<file path="config.mk">
export PLATFORM = sky130hd
export DESIGN_NAME = protobuf_field_encoder
export DESIGN_NICKNAME = d
export VERILOG_FILES = /design/src/hw/rtl/pbfe_pkg.sv /design/src/hw/rtl/pbfe_front.sv /design/src/hw/rtl/pbfe_queue.sv /design/src/hw/rtl/pbfe_back.sv /design/src/hw/rtl/protobuf_field_encoder.sv
export SDC_FILE = /design/constraint.sdc
export NUM_CORES = 1
export LEC_CHECK = 0
export BUFFER_PORTS_ARGS = -buffer_cell sky130_fd_sc_hd__clkbuf_2
export CAP_MARGIN = 25
export CORE_MARGIN = 2
export CORE_UTILIZATION = 56
export CTS_CLUSTER_SIZE = 30
export DETAILED_ROUTE_END_ITERATION = 10
export PLACE_DENSITY = 0.86
export SKIP_CTS_REPAIR_TIMING = 1
export SYNTH_ARGS = -nofsm -noshare
export SYNTH_HDL_FRONTEND = slang
export SYNTH_SLANG_ARGS = --single-unit
</file>
<file path="constraint.sdc">
create_clock -name clock -period 5.5 [get_ports clock]
set_input_delay 1.1 -clock clock [delete_from_list [all_inputs] [get_ports clock]]
set_output_delay 1.1 -clock clock [all_outputs]
set_load 0.02 [all_outputs]
</file>
<file path="src/hw/rtl/pbfe_pkg.sv">
// pbfe_pkg: types, operation codes and constants for the protobuf field encoder
// used by every module under hw/rtl; depends on nothing
package pbfe_pkg;

   // operation codes of the request beat
   localparam logic [1:0] OP_INTEGER = 2'd0;
   localparam logic [1:0] OP_HEADER  = 2'd1;
   localparam logic [1:0] OP_RAW     = 2'd2;
   localparam logic [1:0] OP_UNUSED  = 2'd3;

   // wire types placed in the low bits of a tag
   localparam logic [2:0] WIRE_VARINT = 3'd0;
   localparam logic [2:0] WIRE_LEN    = 3'd2;
   localparam int unsigned TAG_SHIFT  = 3;

   localparam logic [7:0] CONT_BIT   = 8'h80;
   localparam logic [6:0] GROUP_MASK = 7'h7F;

   localparam int unsigned QUEUE_DEPTH_DEF = 2;

   typedef struct packed {
      logic [1:0]         operation;
      logic [28:0]        field_number;
      logic signed [31:0] int_value;
      logic [31:0]        length;
      logic [7:0]         data_byte;
   } req_type;

   typedef struct packed {
      logic [7:0] out_byte;
      logic       last;
   } rsp_type;

   // classified work for the back end; raw bytes ride in the low bits of value
   typedef struct packed {
      logic        raw;
      logic [31:0] tag;
      logic [63:0] value;
   } cmd_type;

   typedef enum logic [2:0] {
      PH_TAG = 3'b001,
      PH_VAL = 3'b010,
      PH_RAW = 3'b100
   } phase_type;

endpackage

</file>
<file path="src/hw/rtl/pbfe_front.sv">
// pbfe_front: accepts request beats, builds the tag word and the value word
// depends on pbfe_pkg
module pbfe_front (
   input  logic              req_valid,
   output logic              req_ready,
   input  pbfe_pkg::req_type req_data,
   input  logic              q_full,
   output logic              q_push,
   output pbfe_pkg::cmd_type q_cmd
);

   logic [2:0]  wire_kind;
   logic [31:0] tag_word;

   assign req_ready = !q_full;

   // the unused operation code is swallowed without queue traffic
   assign q_push = req_valid && req_ready && (req_data.operation != pbfe_pkg::OP_UNUSED);

   always_comb begin
      wire_kind = (req_data.operation == pbfe_pkg::OP_HEADER) ? pbfe_pkg::WIRE_LEN
                                                              : pbfe_pkg::WIRE_VARINT;
      tag_word  = {req_data.field_number, wire_kind};
      q_cmd.raw = 1'b0;
      q_cmd.tag = tag_word;
      case (req_data.operation)
         pbfe_pkg::OP_INTEGER: begin
            // int32 sign-extended to 64 bits
            q_cmd.value = {{32{req_data.int_value[31]}}, req_data.int_value};
         end
         pbfe_pkg::OP_HEADER: begin
            q_cmd.value = {32'd0, req_data.length};
         end
         pbfe_pkg::OP_RAW: begin
            q_cmd.raw   = 1'b1;
            q_cmd.value = {56'd0, req_data.data_byte};
         end
         default: begin
            q_cmd.value = 64'd0;
         end
      endcase
   end

endmodule

</file>
<file path="src/hw/rtl/pbfe_queue.sv">
// pbfe_queue: short first-in first-out queue of classified commands
// depends on pbfe_pkg
module pbfe_queue #(
   parameter int unsigned DEPTH = pbfe_pkg::QUEUE_DEPTH_DEF
) (
   input  logic              clock,
   input  logic              reset,
   input  logic              push,
   input  pbfe_pkg::cmd_type push_cmd,
   input  logic              pop,
   output pbfe_pkg::cmd_type head_cmd,
   output logic              full,
   output logic              empty
);

   localparam int unsigned AW = (DEPTH > 1) ? $clog2(DEPTH) : 1;
   localparam int unsigned CW = $clog2(DEPTH + 1);
   localparam logic [AW-1:0] LAST_IDX = AW'(DEPTH - 1);
   localparam logic [CW-1:0] FULL_CNT = CW'(DEPTH);

   pbfe_pkg::cmd_type entry_ff [DEPTH];
   logic [AW-1:0] wr_ptr_ff, wr_ptr_in;
   logic [AW-1:0] rd_ptr_ff, rd_ptr_in;
   logic [CW-1:0] count_ff, count_in;
   logic          do_push, do_pop;

   assign full     = (count_ff == FULL_CNT);
   assign empty    = (count_ff == '0);
   assign do_push  = push && !full;
   assign do_pop   = pop && !empty;
   assign head_cmd = entry_ff[rd_ptr_ff];

   always_comb begin
      wr_ptr_in = wr_ptr_ff;
      rd_ptr_in = rd_ptr_ff;
      count_in  = count_ff;
      if (do_push) begin
         wr_ptr_in = (wr_ptr_ff == LAST_IDX) ? '0 : wr_ptr_ff + 1'b1;
      end
      if (do_pop) begin
         rd_ptr_in = (rd_ptr_ff == LAST_IDX) ? '0 : rd_ptr_ff + 1'b1;
      end
      if (do_push && !do_pop) begin
         count_in = count_ff + 1'b1;
      end else if (do_pop && !do_push) begin
         count_in = count_ff - 1'b1;
      end
   end

   always_ff @(posedge clock) begin
      if (reset) begin
         wr_ptr_ff <= '0;
         rd_ptr_ff <= '0;
         count_ff  <= '0;
      end else begin
         wr_ptr_ff <= wr_ptr_in;
         rd_ptr_ff <= rd_ptr_in;
         count_ff  <= count_in;
      end
   end

   always_ff @(posedge clock) begin
      if (do_push) begin
         entry_ff[wr_ptr_ff] <= push_cmd;
      end
   end

endmodule

</file>
<file path="src/hw/rtl/pbfe_back.sv">
// pbfe_back: serializes one command into varint bytes (a raw command as its one byte), one per
// cycle while the response is not stalled, into the response register; depends on pbfe_pkg
module pbfe_back (
   input  logic              clock,
   input  logic              reset,
   input  logic              q_empty,
   input  pbfe_pkg::cmd_type q_cmd,
   output logic              q_pop,
   output logic              rsp_valid,
   input  logic              rsp_ready,
   output pbfe_pkg::rsp_type rsp_data
);

   logic                busy_ff, busy_in;
   pbfe_pkg::phase_type phase_ff, phase_in;
   logic [63:0]         word_ff, word_in;
   logic [63:0]         value_ff, value_in;
   logic                rsp_valid_ff, rsp_valid_in;
   pbfe_pkg::rsp_type   rsp_ff, rsp_in;

   logic       advance;
   logic       seg_more;
   logic       finish;
   logic [7:0] vbyte;

   assign advance  = !rsp_valid_ff || rsp_ready;
   assign seg_more = |word_ff[63:7];
   assign vbyte    = seg_more ? (pbfe_pkg::CONT_BIT | {1'b0, word_ff[6:0] & pbfe_pkg::GROUP_MASK})
                              : {1'b0, word_ff[6:0] & pbfe_pkg::GROUP_MASK};
   assign finish   = busy_ff && ((phase_ff == pbfe_pkg::PH_RAW)
                                 || ((phase_ff == pbfe_pkg::PH_VAL) && !seg_more));
   // next command loads while the last byte of the current one goes out
   assign q_pop    = advance && (!busy_ff || finish) && !q_empty;

   always_comb begin
      busy_in      = busy_ff;
      phase_in     = phase_ff;
      word_in      = word_ff;
      value_in     = value_ff;
      rsp_in       = rsp_ff;
      rsp_valid_in = rsp_valid_ff && !rsp_ready;
      if (advance) begin
         rsp_valid_in = busy_ff;
         if (busy_ff) begin
            case (phase_ff)
               pbfe_pkg::PH_TAG: begin
                  rsp_in.out_byte = vbyte;
                  rsp_in.last     = 1'b0;
                  if (seg_more) begin
                     word_in = word_ff >> 7;
                  end else begin
                     word_in  = value_ff;
                     phase_in = pbfe_pkg::PH_VAL;
                  end
               end
               pbfe_pkg::PH_VAL: begin
                  rsp_in.out_byte = vbyte;
                  rsp_in.last     = !seg_more;
                  word_in         = word_ff >> 7;
               end
               pbfe_pkg::PH_RAW: begin
                  rsp_in.out_byte = word_ff[7:0];
                  rsp_in.last     = 1'b1;
               end
               default: begin
                  rsp_in = rsp_ff;
               end
            endcase
            if (finish) begin
               busy_in = 1'b0;
            end
         end
      end
      if (q_pop) begin
         busy_in  = 1'b1;
         value_in = q_cmd.value;
         if (q_cmd.raw) begin
            phase_in = pbfe_pkg::PH_RAW;
            word_in  = q_cmd.value;
         end else begin
            phase_in = pbfe_pkg::PH_TAG;
            word_in  = {32'd0, q_cmd.tag};
         end
      end
   end

   always_ff @(posedge clock) begin
      if (reset) begin
         busy_ff      <= 1'b0;
         phase_ff     <= pbfe_pkg::PH_TAG;
         rsp_valid_ff <= 1'b0;
      end else begin
         busy_ff      <= busy_in;
         phase_ff     <= phase_in;
         rsp_valid_ff <= rsp_valid_in;
      end
   end

   always_ff @(posedge clock) begin
      word_ff  <= word_in;
      value_ff <= value_in;
      rsp_ff   <= rsp_in;
   end

   assign rsp_valid = rsp_valid_ff;
   assign rsp_data  = rsp_ff;

endmodule

</file>
<file path="src/hw/rtl/protobuf_field_encoder.sv">
// protobuf_field_encoder: top level, front classifier, command queue, byte serializer
// depends on pbfe_pkg, pbfe_front, pbfe_queue, pbfe_back
//
//  channel  dir  handshake             payload
//  req      in   req_valid/req_ready   req_data  (pbfe_pkg::req_type)
//  rsp      out  rsp_valid/rsp_ready   rsp_data  (pbfe_pkg::rsp_type)
//
// a raw item emits its one byte; an integer or header item emits tag bytes (1..5)
// plus value bytes (1..10), all sent by the serializer
// reset is synchronous and clears the queue, serializer and response valid flag
// the front keeps taking beats until the queue fills, while a held response waits
// the unused operation code is accepted and yields no beat
module protobuf_field_encoder #(
   parameter int unsigned QUEUE_DEPTH = pbfe_pkg::QUEUE_DEPTH_DEF
) (
   input  logic              clock,
   input  logic              reset,
   input  logic              req_valid,
   output logic              req_ready,
   input  pbfe_pkg::req_type req_data,
   output logic              rsp_valid,
   input  logic              rsp_ready,
   output pbfe_pkg::rsp_type rsp_data
);

   logic              q_push, q_pop, q_full, q_empty;
   pbfe_pkg::cmd_type q_in_cmd, q_head_cmd;

   pbfe_front u_front (
      .req_valid (req_valid),
      .req_ready (req_ready),
      .req_data  (req_data),
      .q_full    (q_full),
      .q_push    (q_push),
      .q_cmd     (q_in_cmd)
   );

   pbfe_queue #(
      .DEPTH (QUEUE_DEPTH)
   ) u_queue (
      .clock    (clock),
      .reset    (reset),
      .push     (q_push),
      .push_cmd (q_in_cmd),
      .pop      (q_pop),
      .head_cmd (q_head_cmd),
      .full     (q_full),
      .empty    (q_empty)
   );

   pbfe_back u_back (
      .clock     (clock),
      .reset     (reset),
      .q_empty   (q_empty),
      .q_cmd     (q_head_cmd),
      .q_pop     (q_pop),
      .rsp_valid (rsp_valid),
      .rsp_ready (rsp_ready),
      .rsp_data  (rsp_data)
   );

   a_pop_nonempty: assert property (@(posedge clock) disable iff (reset)
      q_pop |-> !q_empty)
      else $error("serializer popped an empty queue");

   a_raw_pushes: assert property (@(posedge clock) disable iff (reset)
      (req_valid && req_ready && (req_data.operation == pbfe_pkg::OP_RAW))
      |-> (q_push && q_in_cmd.raw))
      else $error("accepted raw beat not queued as raw");

   a_unused_dropped: assert property (@(posedge clock) disable iff (reset)
      (req_data.operation == pbfe_pkg::OP_UNUSED) |-> !q_push)
      else $error("unused operation reached the queue");

endmodule

</file>
==> results of run 1 <==
-- registers in the layout, indices dropped and copies added, names as in the netlist, 2 cells and up, named ones only --
name / cells
u_queue.entry_ff: 128
u_back.phase_ff: 3
u_queue.count_ff: 2
u_back.word_ff: 37
u_back.value_ff: 33
u_back.rsp_data: 9
-- cell type report --
| type | count | area share [%] |
|---|---|---|
| flip-flops and latches | 217 | 59.6 |
| well taps | 216 | 2.51 |
| multi-input cells | 337 | 24.0 |
| repair buffers | 128 | 6.77 |
| clock buffers | 25 | 5.42 |
| inverters | 7 | 0.267 |
| clock inverters | 15 | 1.38 |
-- worst paths after layout --
path,startpoint,endpoint,slack (ns),cells after the start
max,u_back.phase_ff[1]$_SDFFE_PP0P_,u_back.word_ff[35]$_DFFE_PP_,1.81,7
min,u_back.word_ff[1]$_DFFE_PP_,u_back.rsp_data[2]$_DFFE_PP_,0.43,0
min reg2reg,u_back.word_ff[1]$_DFFE_PP_,u_back.rsp_data[2]$_DFFE_PP_,0.43,0
max reg2reg,u_back.phase_ff[1]$_SDFFE_PP0P_,u_back.word_ff[35]$_DFFE_PP_,1.81,7
-- stage by stage --
stage	hold WS (ns)	cell area [µm²]	total power [mW]	worst slack, ns	util (%)
3_3_place_gp	0.416	9950	3.97	1.70	62.4
4_1_cts	0.429	10700	5.59	1.40	67.2
6_report	0.427	10800	5.60	1.81	67.5
3_5_place_dp	0.415	9980	4.08	1.44	62.6
5_1_grt	0.437	10800	5.81	1.68	67.5
2_1_floorplan	0.400	9180	3.63	0.597	-
-- worst max-delay path, cell delays in order, from the launching register on --
cell and delay (ns):
dfxtp_1 0.45, or3b_1 0.60, or3_4 0.44, o31ai_4 0.18
buf_4 0.52, inv_4 0.38, nand2_1 0.29, buf_4 0.43
-- per-layer routing --
layer	routed length, µm	part of all wire (%)	global-route usage (%)	vias to the layer above
li1	-	-	-	2576
met1	7930	40	29.6	2802
met2	10000	50	38.5	309
met3	1440	7.2	3.42	49
met4	578	2.9	7.07	0
met5	0	0	0	-
-- power by group --
| group | switching (mW) | internal, mW |
|---|---|---|
| combinational | 0.910 | 0.532 |
| sequential | 0.212 | 2.44 |
| clock | 0.601 | 0.902 |
| total | 1.72 | 3.87 |
-- kinds of logic (layout without fill, tap and decap cells) --
| kind of cell | Yosys count | in the layout | share of synthesized area [%] |
|---|---|---|---|
| AO/OA/AOI/OAI | 90 | 90 | 6.95 |
| XOR/XNOR | 5 | 5 | 0.477 |
| adder cells (fa/ha/maj) | 1 | 1 | 0.136 |
| buffers and inverters | 46 | 175 | 2.18 |
| flip-flops | 217 | 217 | 69.9 |
| multiplexers | 131 | 131 | 14.8 |
| AND/OR/NAND/NOR | 110 | 110 | 5.61 |
-- cells in the final DEF (no fill, tap or decap), types with 3 or more instances in the layout --
| cell type | count |
|---|---|
| edfxtp_1 | 207 |
| a32oi_1 | 4 |
| bufinv_16 | 3 |
| mux2i_1 | 94 |
| mux2_2 | 36 |
| nand2b_1 | 4 |
| buf_16 | 3 |
| nor2_1 | 30 |
| o21ai_0 | 40 |
| dfxtp_1 | 9 |
| inv_1 | 6 |
| xor2_1 | 3 |
| nor2b_1 | 5 |
| nor3_1 | 3 |
| buf_4 | 8 |
| nand2_1 | 45 |
| clkbuf_2 | 117 |
| a41oi_1 | 33 |
| nor4_1 | 7 |
| clkinv_1 | 4 |
| a21oi_1 | 3 |
| clkbuf_16 | 23 |
| clkinv_2 | 7 |
==> flow_metrics.tcl, run 1 <==
set metrics [dict create \
    drtIter0Drc 582 \
    cp-end-kind "flip-flop" \
    grt_overflow_total 0 \
    antenna_found_initial 0 \
    outcome "complete, no violations" \
    clk_pin_slew_ns 0.06 \
    synth_cell_types 42 \
    synth_area_leader_cell "edfxtp_1" \
    fin_cells 945 \
    grt_pass1_wl_um 31100 \
    cts_root_buf "clkbuf_16" \
    die_w_um 132 \
    routed_wl_um 19900 \
    core_area_um2 15900 \
    die_height_um 132 \
    drc 0 \
    relSlewSlack_pct 30.8 \
    clockBufferDepth 3 \
    leakage_nw 4.04 \
    multi_input_area_um2 2590 \
    yosysWarnings 0 \
    drive_gt1_share_pct 28.3 \
    tns_ns 0 \
    hp-class "reg2reg" \
    dp_cells 903 \
    first_pass_iters 5 \
    worst_slew_pin_slew_ns 1.04 \
    cts.sinks 217 \
    dieArea_um2 17400 \
    synth.top_cells.by_count "edfxtp_1 (207), mux2i_1 (95), nand2_1 (45), o21ai_0 (40), mux2_2 (36)" \
    place_congestion 0.873 \
    cts_buffers 22 \
    cp-start-kind "flip-flop" \
    dpl.hpwl_um 12700 \
    ir_worst_vdd_mv 0.332 \
    wl_per_cell_um 21.1 \
    port_buffers 117 \
    arrival_ns 3.84 \
    clk_latency_ns 0.50 \
    synth-seq-cells 217 \
    fin_crit_sh_pct 67.1 \
    min_period_ns 3.69 \
    setup_violations 0 \
    rows 46 \
    start_util_pct 57.6 \
    p_per_area_nw_per_um2 520 \
    max_freq_mhz 271 \
    cap_violations 0 \
    syn_avg_cell_area_um2 15.3 \
    first_global_vias 5909 \
    cp_max_fo 42 \
    synth_cells 600 \
    async_flop_share_pct 0 \
    netlist_area_um2 9180 \
    antenna_left 0 \
    vias 5736 \
    synth_edf_count 207 \
    htree_levels 1 \
    ff_latch_area_um2 6420 \
    area_growth_pct 17.2 \
    rsz0062_at_grt "no" \
    synth_most_common_cell "edfxtp_1" \
    fillCellCount 1041 \
    ys_seq_area_share_pct 69.9 \
    crit_type "reg2reg" \
    synth.top_cell.area_share_pct 67.7 \
    grt_max_degree 66 \
    syn_nets 708 \
    cts_tree "built" \
    synth_flop_cell "edfxtp_1" \
    via_per_inst 6.07 \
    finalHoldViolCount 0 \
    nNetsFinal 821 \
    io_pins 118 \
    clock_skew_ns 0.0121 \
    antenna_cells 0 \
    maxSlewViolCount 0 \
    ys_top_cells_by_area "edfxtp_1 (68%), mux2i_1 (10%), mux2_2 (4.4%), a41oi_1 (3.1%), dfxtp_1 (2.2%)" \
    track_usage_pct 22.4 \
    critical_path_required_ns 5.65 \
]
No activity file was read; power rests on OpenSTA's default activity.
==> run 2: changes to the inputs <==
Settings changed: CORE_UTILIZATION 56 to 52, PLACE_DENSITY 0.86 to 0.84.
Clock period 5.5 ns to 3.08 ns, I/O delays scaled along.
==> flow_metrics.tcl, run 2 (synthesis gave the netlist of run 1 again) <==
set metrics [dict create \
    maxSlewViolCount 0 \
    grt_overflow_total 0 \
    place_congestion 0.931 \
    wl_per_cell_um 20.0 \
    cts_buffers 22 \
    layout_common_cells "edfxtp_1 (207), clkbuf_2 (117), mux2i_1 (94), nand2_1 (44), o21ai_0 (40)" \
    relSlewSlack_pct 41.4 \
    utilization_pct 62.0 \
    preCtsSetupSlack_ns 0.475 \
    cts.sinks 217 \
    cp-start-kind "flip-flop" \
    critical_path_required_ns 3.42 \
    dpl.hpwl_um 12700 \
    power_mw 9.75 \
    clock_skew_ns 0.00869 \
    clk_pin_slew_ns 0.06 \
    cts_root_buf "clkbuf_16" \
    fin_ws_ns 0.386 \
    largestRegisters "u_queue.entry_ff x128, u_back.word_ff x37, u_back.value_ff x33" \
    antenna_found_initial 0 \
    io_pins 118 \
    fin_cells 951 \
    drc 0 \
    port_buffers 117 \
    rsz0062_at_grt "no" \
    max_freq_mhz 371 \
    tns_ns 0 \
    area_growth_pct 16.8 \
    seqPwrFrac_pct 48.6 \
    cp-end-kind "flip-flop" \
    dp_cells 916 \
    leakage_nw 4.01 \
    fin_area_um2 10700 \
    clockPowerShare_pct 25.2 \
    hp-class "in2reg" \
    first_pass_iters 4 \
    power_switching_mw 2.98 \
    antenna_cells 0 \
    cap_violations 0 \
    rr_startpoint "u_back.phase_ff[0]$_SDFFE_PP1P_" \
    routed_wl_um 19000 \
    min-delay-start "req_data[87]" \
    p_per_area_nw_per_um2 909 \
    finalHoldViolCount 0 \
    die_height_um 137 \
    antenna_left 0 \
    startpoint "u_back.phase_ff[0]$_SDFFE_PP1P_" \
    via_per_inst 5.87 \
    dieArea_um2 18700 \
    arrival_ns 3.03 \
    htree_levels 1 \
    rows 48 \
    cp_max_fo 20 \
    ir_worst_vdd_mv 0.408 \
    grt_pass1_wl_um 29300 \
    worst_slew_pin_slew_ns 0.880 \
    final_common_cell "edfxtp_1" \
    clockBufferDepth 3 \
    drive_gt1_share_pct 28.2 \
    regMostFlops "u_queue.entry_ff" \
    drtIter0Drc 369 \
    fin_crit_sh_pct 87.5 \
    switching_share_pct 30.5 \
    outcome "complete, no violations" \
    first_global_vias 5592 \
    placed_area_um2 10100 \
    core_area_um2 17300 \
    min_period_ns 2.69 \
    nNetsFinal 823 \
    crit_type "reg2reg" \
    setup_violations 0 \
    start_util_pct 53.1 \
    combinationalPowerShare_pct 26.2 \
    grt_max_degree 65 \
    p_int_mw 6.77 \
    track_usage_pct 20.4 \
    die_w_um 137 \
    cts_tree "built" \
    whs_ns 0.302 \
    vias 5584 \
    clk_latency_ns 0.50 \
    largest_reg_flops 128 \
]
==> run 2: cell types whose count changed in the layout (fill, tap and decap cells not counted), moves of 2 or more <==
| cell | change |
|---|---|
| bufinv_16 | -2 |
| buf_12 | +4 |
| clkinv_2 | -3 |
| buf_16 | -3 |
==> run 2: worst max-delay path: stages, from the launching register on <==
cell      delay (ns)
dfxtp_1         0.49
nor3b_1         0.16
o221ai_1        0.73
o31ai_4         0.19
inv_4           0.30
buf_4           0.39
mux2i_1         0.25
==> run 2: worst paths after layout <==
check	endpoint	slack [ns]	cells after the start
worst max-delay path	u_back.word_ff[12]$_DFFE_PP_	0.39	6
worst min-delay path	u_queue.entry_ff[0][81]$_DFFE_PP_	0.30	1
worst max register to register	u_back.word_ff[12]$_DFFE_PP_	0.39	6
worst min register to register	u_back.rsp_data[1]$_DFFE_PP_	0.42	0
==> run 2: layout make-up <==
cell class,instances,area (µm²)
inverter,7,28.8
clock buffer,26,587
sequential,217,6420
fill,1269,6570
tap,225,282
multi-input combinational,337,2610
timing repair buffer,130,733
clock inverter,9,68.8
==> run 2: routing by layer <==
layer  wire (µm)  vias to the layer above  GRT usage [%]
li1            -                     2579              -
met1        8030                     2726           27.8
met2        9180                      247           33.4
met3        1360                       32           3.48
met4         456                        0           6.70
met5           0                        -              0
==> run 2: power groups by stage <==
| stage | sequential, mW | clock (mW) | combinational [mW] |
|---|---|---|---|
| after floorplan | 4.65 | 0 | 1.87 |
| final | 4.74 | 2.46 | 2.56 |
| after detailed placement | 4.78 | 0 | 2.54 |
| after CTS | 4.73 | 2.49 | 2.56 |
| after global placement | 4.75 | 0 | 2.45 |
| after global routing | 4.79 | 2.59 | 2.78 |
==> run 3: changes to the inputs <==
Settings changed: PLACE_DENSITY 0.84 to 0.76.
==> flow_metrics.tcl, run 3 (synthesis gave the netlist of run 1 again) <==
set metrics [dict create \
    max_freq_mhz 374 \
    antenna_cells 0 \
    crit_type "reg2reg" \
    critPathSlowestCell "nor4_1" \
    rr_startpoint "u_back.word_ff[49]$_DFFE_PP_" \
    setup_violations 0 \
    cap_violations 0 \
    tns_ns 0 \
    fillCellCount 1304 \
    htree_levels 1 \
    critical_path_required_ns 3.51 \
    fin_cells 963 \
    dp_cells 921 \
    largest_reg_flops 128 \
    ff_latch_area_um2 6420 \
    multi_input_area_um2 2610 \
    leakage_nw 4.06 \
    worst_slew_pin_slew_ns 0.830 \
    first_global_vias 5532 \
    outcome "complete, no violations" \
    reg2reg_slack_ns 0.41 \
    drtIter0Drc 317 \
    fin_crit_sh_pct 86.8 \
    cp_cell_sequence "nor4_1 -> nand4_1 -> o31ai_4 -> inv_4 -> ha_4 -> xor2_1 -> or3_1 -> a21oi_1" \
    die_height_um 137 \
    cts.sinks 217 \
    final_common_cell "edfxtp_1" \
    cts_root_buf "clkbuf_16" \
    antenna_left 0 \
    critPathMaxStageDelay_ns 0.48 \
    routed_wl_um 19200 \
    regMostFlops "u_queue.entry_ff" \
    die_w_um 137 \
    finalHoldViolCount 0 \
    layout_common_cells "edfxtp_1 (207), clkbuf_2 (117), mux2i_1 (94), nand2_1 (44), o21ai_0 (40)" \
    via_per_inst 5.81 \
    min-delay-start "req_data[89]" \
    io_pins 118 \
    vias 5597 \
    cts_buffers 23 \
    grt_max_degree 47 \
    arrival_ns 3.10 \
    dpl.hpwl_um 13100 \
    path_buf_inv 1 \
    drive_gt1_share_pct 28.7 \
    port_buffers 117 \
    clockBufferDepth 3 \
    rsz0062_at_grt "no" \
    first_pass_iters 5 \
    cts_tree "built" \
    relSlewSlack_pct 44.7 \
    nNetsFinal 829 \
    largestRegisters "u_queue.entry_ff x128, u_back.word_ff x37, u_back.value_ff x33" \
    p_per_area_nw_per_um2 917 \
    antenna_found_initial 1 \
    holdPathStages 1 \
    cp-start-kind "flip-flop" \
    place_congestion 0.884 \
    reg2regPathDepth 8 \
    clock_skew_ns 0.0186 \
    dieArea_um2 18700 \
    maxSlewViolCount 0 \
    area_growth_pct 17.8 \
    crit_family "simple AND/OR/NAND/NOR gates" \
    min_period_ns 2.67 \
    min_to "u_queue.entry_ff[0][83]$_DFFE_PP_" \
    start_util_pct 53.1 \
    track_usage_pct 20.8 \
    cp-end-kind "flip-flop" \
    clk_latency_ns 0.51 \
    core_area_um2 17300 \
    ir_worst_vdd_mv 0.525 \
    hp-class "in2reg" \
    rows 48 \
    grt_pass1_wl_um 29400 \
    r2r-end "u_queue.count_ff[1]$_SDFFE_PP0P_" \
    grt_overflow_total 0 \
    wl_per_cell_um 19.9 \
    drc 0 \
    clk_pin_slew_ns 0.06 \
    cp_max_fo 19 \
]
==> run 3: cell types whose count changed in the layout (fill, tap and decap cells not counted) <==
cell,previous run,this run
bufinv_16,1,2
clkbuf_1,3,4
clkinv_1,3,7
buf_4,9,14
inv_6,0,1
==> run 3: worst max-delay path by stage <==
stage	start	endpoint	slack, ns	cells after the start
2_1_floorplan	u_back.phase_ff[0]$_SDFFE_PP1P_	u_queue.count_ff[1]$_SDFFE_PP0P_	-0.56	11
3_3_place_gp	u_back.word_ff[35]$_DFFE_PP_	u_queue.count_ff[1]$_SDFFE_PP0P_	0.58	8
3_5_place_dp	u_back.word_ff[49]$_DFFE_PP_	u_queue.count_ff[1]$_SDFFE_PP0P_	0.48	8
4_1_cts	u_back.word_ff[49]$_DFFE_PP_	u_queue.count_ff[1]$_SDFFE_PP0P_	0.46	8
5_1_grt	u_back.word_ff[49]$_DFFE_PP_	u_queue.count_ff[1]$_SDFFE_PP0P_	0.22	8
6_report	u_back.word_ff[49]$_DFFE_PP_	u_queue.count_ff[1]$_SDFFE_PP0P_	0.41	8
==> run 3: per-layer routing <==
layer	GRT usage [%]	up-vias	part of all wire (%)
met5	0	-	0
met4	7.39	0	2.7
met3	3.33	29	6.9
met2	33.9	226	48
met1	28.5	2755	43
li1	-	2587	-
==> run 3: power breakdown <==
group	internal, mW	switching, mW
combinational	0.997	1.61
clock	1.54	1.07
sequential	4.35	0.347
total	6.89	3.03
==> run 3: layout make-up <==
class / count / share of cell area, %
Tap cell: 225 / 2.60
Clock buffer: 27 / 5.46
Clock inverter: 15 / 1.13
Timing Repair Buffer: 135 / 7.12
Inverter: 7 / 0.266
Multi-Input combinational cell: 337 / 24.1
Sequential cell: 217 / 59.3
==> run 3: worst reg2reg max path, stage by stage, from the launching register on <==
cell,delay (ns)
edfxtp_1,0.39
nor4_1,0.48
nand4_1,0.38
o31ai_4,0.39
inv_4,0.19
ha_4,0.21
xor2_1,0.14
or3_1,0.31
a21oi_1,0.12
==> run 3: through the flow <==
step           setup slack, ns  total power, mW  utilization (%)  area, µm²  hold slack [ns]
6_report                 0.407             9.92             62.6      10800            0.298
5_1_grt                  0.224             10.4             62.6      10800            0.284
4_1_cts                  0.460             9.95             62.6      10800            0.285
3_5_place_dp             0.475             7.34             58.4      10100            0.412
3_3_place_gp             0.577             7.25             58.4      10100            0.407
2_1_floorplan           -0.560             6.51                -       9230            0.400
